--- src/sv/address_hit_count_table_macros.svh ---
// Assertion macros shared by the hit count table RTL.
`ifndef ADDRESS_HIT_COUNT_TABLE_MACROS_SVH
`define ADDRESS_HIT_COUNT_TABLE_MACROS_SVH

// A condition that must hold at every clock edge out of reset.
`define AHCT_CHECK(lbl, cond, msg) \
  lbl: assert property (@(posedge clk_i) disable iff (!rst_ni) \
    (cond)) else $error(msg);

// A consequence that must hold in the same cycle as its antecedent.
`define AHCT_IMPLIES(lbl, ante, cons, msg) \
  lbl: assert property (@(posedge clk_i) disable iff (!rst_ni) \
    (ante) |-> (cons)) else $error(msg);

// A consequence that must hold in the cycle after its antecedent.
`define AHCT_NEXT(lbl, ante, cons, msg) \
  lbl: assert property (@(posedge clk_i) disable iff (!rst_ni) \
    (ante) |=> (cons)) else $error(msg);

`endif

--- src/sv/ahct_pkg.sv ---
// Types and constants of the address hit count table.
`timescale 1ns / 1ps
`default_nettype none

package ahct_pkg;

  localparam int unsigned ADDR_W  = 64;
  localparam int unsigned COUNT_W = 31;
  localparam logic [COUNT_W-1:0] COUNT_MAX = {COUNT_W{1'b1}};

  typedef enum logic {
    FUNC_RECORD = 1'b0,
    FUNC_DUMP   = 1'b1
  } func_e;

  typedef enum logic [1:0] {
    S_IDLE,
    S_UPDATE,
    S_DUMP
  } state_e;

  typedef struct packed {
    logic              func;
    logic [ADDR_W-1:0] block_addr;
  } ahct_in_t;

  typedef struct packed {
    logic [ADDR_W-1:0]  entry_addr;
    logic [COUNT_W-1:0] entry_count;
    logic               entry_valid;
    logic               table_overflowed;
    logic               last;
  } ahct_out_t;

  // Commands broadcast from the sequencer to every cell of the chain.
  typedef struct packed {
    logic capture;  // compare the key against the stored address
    logic update;   // bump the count of a cell that matched
    logic append;   // write the key into the cell at the fill position
    logic shift;    // take the entry of the next cell up the chain
  } cell_ctrl_t;

endpackage

`default_nettype wire

--- src/sv/ahct_cell.sv ---
// One table entry: stored address, hit count and match flag.
`timescale 1ns / 1ps
`default_nettype none

module ahct_cell #(
  parameter int unsigned FILL_W = 7,
  parameter int unsigned IDX    = 0
) (
  input  wire logic                         clk_i,
  input  wire logic                         rst_ni,
  input  wire ahct_pkg::cell_ctrl_t         ctrl_i,
  input  wire logic [FILL_W-1:0]            fill_i,
  input  wire logic [ahct_pkg::ADDR_W-1:0]  key_i,
  input  wire logic [ahct_pkg::ADDR_W-1:0]  nxt_addr_i,
  input  wire logic [ahct_pkg::COUNT_W-1:0] nxt_count_i,
  output logic      [ahct_pkg::ADDR_W-1:0]  addr_o,
  output logic      [ahct_pkg::COUNT_W-1:0] count_o,
  output logic                              hit_o
);
  import ahct_pkg::*;

  localparam logic [FILL_W-1:0] IDX_F = FILL_W'(IDX);

  logic [ADDR_W-1:0]  addr_q;
  logic [COUNT_W-1:0] count_q;
  logic               hit_q;
  logic               occupied;

  // Entries below the fill level are live; the rest are never looked at.
  assign occupied = (IDX_F < fill_i);

  always_ff @(posedge clk_i or negedge rst_ni) begin
    if (!rst_ni) begin
      hit_q <= 1'b0;
    end else if (ctrl_i.capture) begin
      hit_q <= occupied && (addr_q == key_i);
    end
  end

  always_ff @(posedge clk_i) begin
    if (ctrl_i.shift) begin
      addr_q  <= nxt_addr_i;
      count_q <= nxt_count_i;
    end else if (ctrl_i.update && hit_q) begin
      if (count_q != COUNT_MAX) begin
        count_q <= count_q + COUNT_W'(1);
      end
    end else if (ctrl_i.append && (fill_i == IDX_F)) begin
      addr_q  <= key_i;
      count_q <= COUNT_W'(1);
    end
  end

  assign addr_o  = addr_q;
  assign count_o = count_q;
  assign hit_o   = hit_q;

endmodule

`default_nettype wire

--- config.mk ---
export PLATFORM = sky130hd
export DESIGN_NAME = ahct_cell
export DESIGN_NICKNAME = d
export VERILOG_FILES = /design/src/sv/address_hit_count_table_macros.svh /design/src/sv/ahct_pkg.sv /design/src/sv/ahct_cell.sv
export SDC_FILE = /design/constraint.sdc
export NUM_CORES = 1
export LEC_CHECK = 0
export BUFFER_PORTS_ARGS = -buffer_cell sky130_fd_sc_hd__buf_4
export CORE_ASPECT_RATIO = 0.9
export CORE_MARGIN = 3
export CORE_UTILIZATION = 47
export DETAILED_ROUTE_END_ITERATION = 10
export PLACE_DENSITY = 0.82
export SLEW_MARGIN = 25
export SYNTH_ARGS = -nofsm -noshare
export SYNTH_HDL_FRONTEND = slang
export SYNTH_SLANG_ARGS = --single-unit
--- constraint.sdc ---
create_clock -name clk_i -period 5.39 [get_ports clk_i]
set_input_delay 1.078 -clock clk_i [delete_from_list [all_inputs] [get_ports clk_i]]
set_output_delay 1.078 -clock clk_i [all_outputs]
set_load 0.005 [all_outputs]
==> flow_summary.toml <==
[synth]
synthSimpleGateAreaFrac = 0.132
post-synth-top-area-fraction = 0.525
synth-xor-area-share = 0.134
synth-async-reset-ratio = 0.0104
synth.ff_latch_count = 96
synth.largest_area_cell = "sky130_fd_sc_hd__edfxtp_1"
synth.yosys.warnings = 0
synth.cell_area_sq_um = 5430
library_cells_used_by_synthesis = 41
synth_compound_gate_area_share = 0.0543
ys.flop_type = "sky130_fd_sc_hd__edfxtp_1"
synth-edff-count = 95
post_synth_fa_ha_maj_area_fraction = 0.00461
netlist_top_cells_area = "sky130_fd_sc_hd__edfxtp_1, sky130_fd_sc_hd__mux2_2, sky130_fd_sc_hd__xnor2_1, sky130_fd_sc_hd__nand2_1, sky130_fd_sc_hd__xor2_1"
postSynthAreaPerCell_sq_um = 12.1
ys_seq_area_frac = 0.530
post_synth_mux_area_share = 0.124
synth_fp_nets = 622
largest_family_of_logic_cells_by_synthesized_area = "XOR/XNOR gates"
synthCells = 448

[clock_network]
cts-buffers-inserted = 9
cts_tree = "yes"
max-clock-path-buffers = 2
worst_skew_pair.late_latency_ns = 0.35
post-cts-setup-buffers = 0
cts.htree.levels = 3
cts_repair_resize_count = 0
cts_hold_buffers = 0
clock_slew_at_the_register_clock_pins_of_the_worst_setup_and_hold_paths_ns = 0.06
clock_root_cell = "sky130_fd_sc_hd__clkbuf_16"
cts_num_sinks = 96

[power]
comb_power_share = 0.184
powerDensity_nw_per_um2 = 242
seqPwrFrac = 0.487
netSwitchingPower_w = 0.000452
share_clk_of_total_power = 0.329
power.leakage_nw = 3.20
swShare = 0.237
peakVddDrop_mv = 0.230
cellInternalPower_w = 0.00146

[finish]
diodes = 0
filler_instances = 834
final_cells = 870
drive_gt1_frac = 0.506
sequential_cell_area_sq_um = 2880
finish.net_count = 887
areaGrowthSynthToFinish_pct = 45.0
total_area_of_multi_input_combinational_cells_sq_um = 2450

[global_routing]
grt_pass1_vias = 4768
global_route_wire_length_before_repair_microns = 24700
global_route.usage.total = 0.250
grt.met2_usage = 0.429
grt-ovfl-total = 0
grt_antenna_before_repair = 0
met1_capacity_usage_during_global_routing = 0.272
global_route.usage.met3 = 0.126
top_usage_layer = "met2"
grt_start_max_net_pins = 65

[timing]
final-max-slew-violation-count = 0
setup_viol = 0
hold_violations = 0
timing.max_slew.rel_slack = 0.424
finalSetupTns_ns = 0
finalClockSkew_ns = 0.00694
period_share = 0.576
final.min_clock_period_ns = 3.10
worst_slew_pin_slew_ns = 0.863
grt_setup_unrepaired = "no"
fmaxAchievable_mhz = 322

[route]
routed_wire_per_std_cell_microns = 19.0
remaining_drc_errors = 0
number_of_optimization_iterations_in_the_first_detailed_route_pass = 5
route.final.wire_length_microns = 16600
detail_route.vias_per_cell = 5.39
detail-route-antenna-nets = 0
detail_route.iter0.violations = 405
vias = 4691

[flow_run]
cap_violations = 0

[floorplan]
num_io_pins = 268
core-area_sq_um = 11000
effective_utilization_at_floorplan = 0.492
floorplan.die.width_microns = 119
fp-row-count = 36
floorplan.die.height_microns = 108
design.die.area_sq_um = 12900

[setup_path]
worst_ep_required_time_ns = 5.36
critical_path_class = "in -> reg"
critPathMaxFanout = 64
start_kind = "input port"
worst_setup_path_end_kind = "register"
cp_data_arrival_time_ns = 3.08

[place]
placement.io_buffers = 267
dp_cells = 854
detailed_place_hpwl_microns = 12900
place_congestion = 0.886

[hold_path]
class_of_the_most_critical_hold_timing_path = "in -> async"

[run_status]
status = "finished clean"
==> power groups by stage <==
stage | registers (W) | logic (W) | clock network [W]
detailed placement | 0.000944 | 0.000353 | 0
finish | 0.000930 | 0.000352 | 0.000629
CTS | 0.000930 | 0.000355 | 0.000637
global placement | 0.000943 | 0.000346 | 0
floorplan | 0.000941 | 0.000136 | 0
global route | 0.000937 | 0.000380 | 0.000662
==> path summary, 6_finish.rpt <==
path / start / end / slack [ns] / cells past startpoint
worst max-delay path: fill_i[2] / addr_o[37] / 2.29 / 6
worst min-delay path: rst_ni / hit_o / 0.49 / 1
worst max register to register: count_o[0] / count_o[26] / 3.06 / 7
worst min register to register: hit_o / hit_o / 0.61 / 2
max in group asynchronous: rst_ni / hit_o / 4.82 / 1
min in group clk_i: hit_o / hit_o / 0.61 / 2
==> state kept, by name, indices dropped and copies added, names as in the netlist <==
signal / flops
count_o: 31
hit_o: 1
addr_o: 64
==> layer usage <==
metal | share of wire | vias up
li1 | - | 2198
met1 | 0.36 | 2241
met2 | 0.51 | 228
met3 | 0.11 | 24
met4 | 0.020 | 0
met5 | 0 | -
==> worst max-delay path, cell delays in order <==
cell and delay [ns]:
sky130_fd_sc_hd__buf_4 0.10, sky130_fd_sc_hd__or4_1 0.50, sky130_fd_sc_hd__nor4_1 0.34, sky130_fd_sc_hd__a21oi_1 0.23
sky130_fd_sc_hd__nor2_4 0.11, sky130_fd_sc_hd__buf_4 0.66
==> logic make-up after synthesis <==
logic type | Yosys count
AOI/OAI and AO/OA | 50
xor gates and xnor gates | 82
adders and majority gates | 2
buffers and inverters | 30
DFF | 96
muxes | 60
and+or+nand+nor | 128
==> stage by stage <==
step / hold WS [ns] / instance area [sq um] / setup WS (ns) / power (W) / utilization
finish: 0.490 / 7880 / 2.29 / 0.00191 / 0.714
global route: 0.474 / 7880 / 2.11 / 0.00198 / 0.714
CTS: 0.476 / 7880 / 2.28 / 0.00192 / 0.714
detailed placement: 0.596 / 7600 / 1.92 / 0.00130 / 0.689
global placement: 0.591 / 7600 / 2.01 / 0.00129 / 0.689
floorplan: 0.577 / 5430 / 0.258 / 0.00108 / -
==> layout by cell type, fill, tap and decap left out, types with 4 or more instances in the layout <==
cell,count
sky130_fd_sc_hd__buf_4,270
sky130_fd_sc_hd__edfxtp_1,95
sky130_fd_sc_hd__xnor2_1,62
sky130_fd_sc_hd__mux2_2,60
sky130_fd_sc_hd__nand2_1,47
sky130_fd_sc_hd__o21ai_0,29
sky130_fd_sc_hd__nand4_1,19
sky130_fd_sc_hd__xor2_1,19
sky130_fd_sc_hd__nand3_1,16
sky130_fd_sc_hd__inv_1,14
sky130_fd_sc_hd__clkbuf_16,9
sky130_fd_sc_hd__nor4_1,8
sky130_fd_sc_hd__nor3_1,8
sky130_fd_sc_hd__nor2_1,6
sky130_fd_sc_hd__a22o_1,5
sky130_fd_sc_hd__and3_2,4
sky130_fd_sc_hd__o22ai_1,4
==> cells in the mapped netlist, types with 2 or more instances <==
library cell / n
sky130_fd_sc_hd__a21oi_1: 2
sky130_fd_sc_hd__a22o_1: 5
sky130_fd_sc_hd__and3_2: 4
sky130_fd_sc_hd__and4_1: 3
sky130_fd_sc_hd__and4_2: 2
sky130_fd_sc_hd__clkbuf_1: 15
sky130_fd_sc_hd__edfxtp_1: 95
sky130_fd_sc_hd__ha_1: 2
sky130_fd_sc_hd__inv_1: 14
sky130_fd_sc_hd__mux2_2: 60
sky130_fd_sc_hd__nand2_1: 47
sky130_fd_sc_hd__nand3_1: 16
sky130_fd_sc_hd__nand4_1: 19
sky130_fd_sc_hd__nor2_1: 7
sky130_fd_sc_hd__nor3_1: 8
sky130_fd_sc_hd__nor4_1: 8
sky130_fd_sc_hd__nor4_2: 2
sky130_fd_sc_hd__o21ai_0: 29
sky130_fd_sc_hd__o21ai_1: 3
sky130_fd_sc_hd__o22ai_1: 4
sky130_fd_sc_hd__o2bb2ai_1: 2
sky130_fd_sc_hd__o31ai_1: 3
sky130_fd_sc_hd__xnor2_1: 62
sky130_fd_sc_hd__xor2_1: 19
==> cell type report <==
class / count / area share
flip-flops and latches: 96 / 0.365
clock inverters: 4 / 0.00572
clock buffers: 12 / 0.0300
inverters: 14 / 0.00667
well taps: 152 / 0.0241
repair buffers: 270 / 0.257
multi-input cells: 322 / 0.311
No activity file was read; power rests on OpenSTA's default activity.
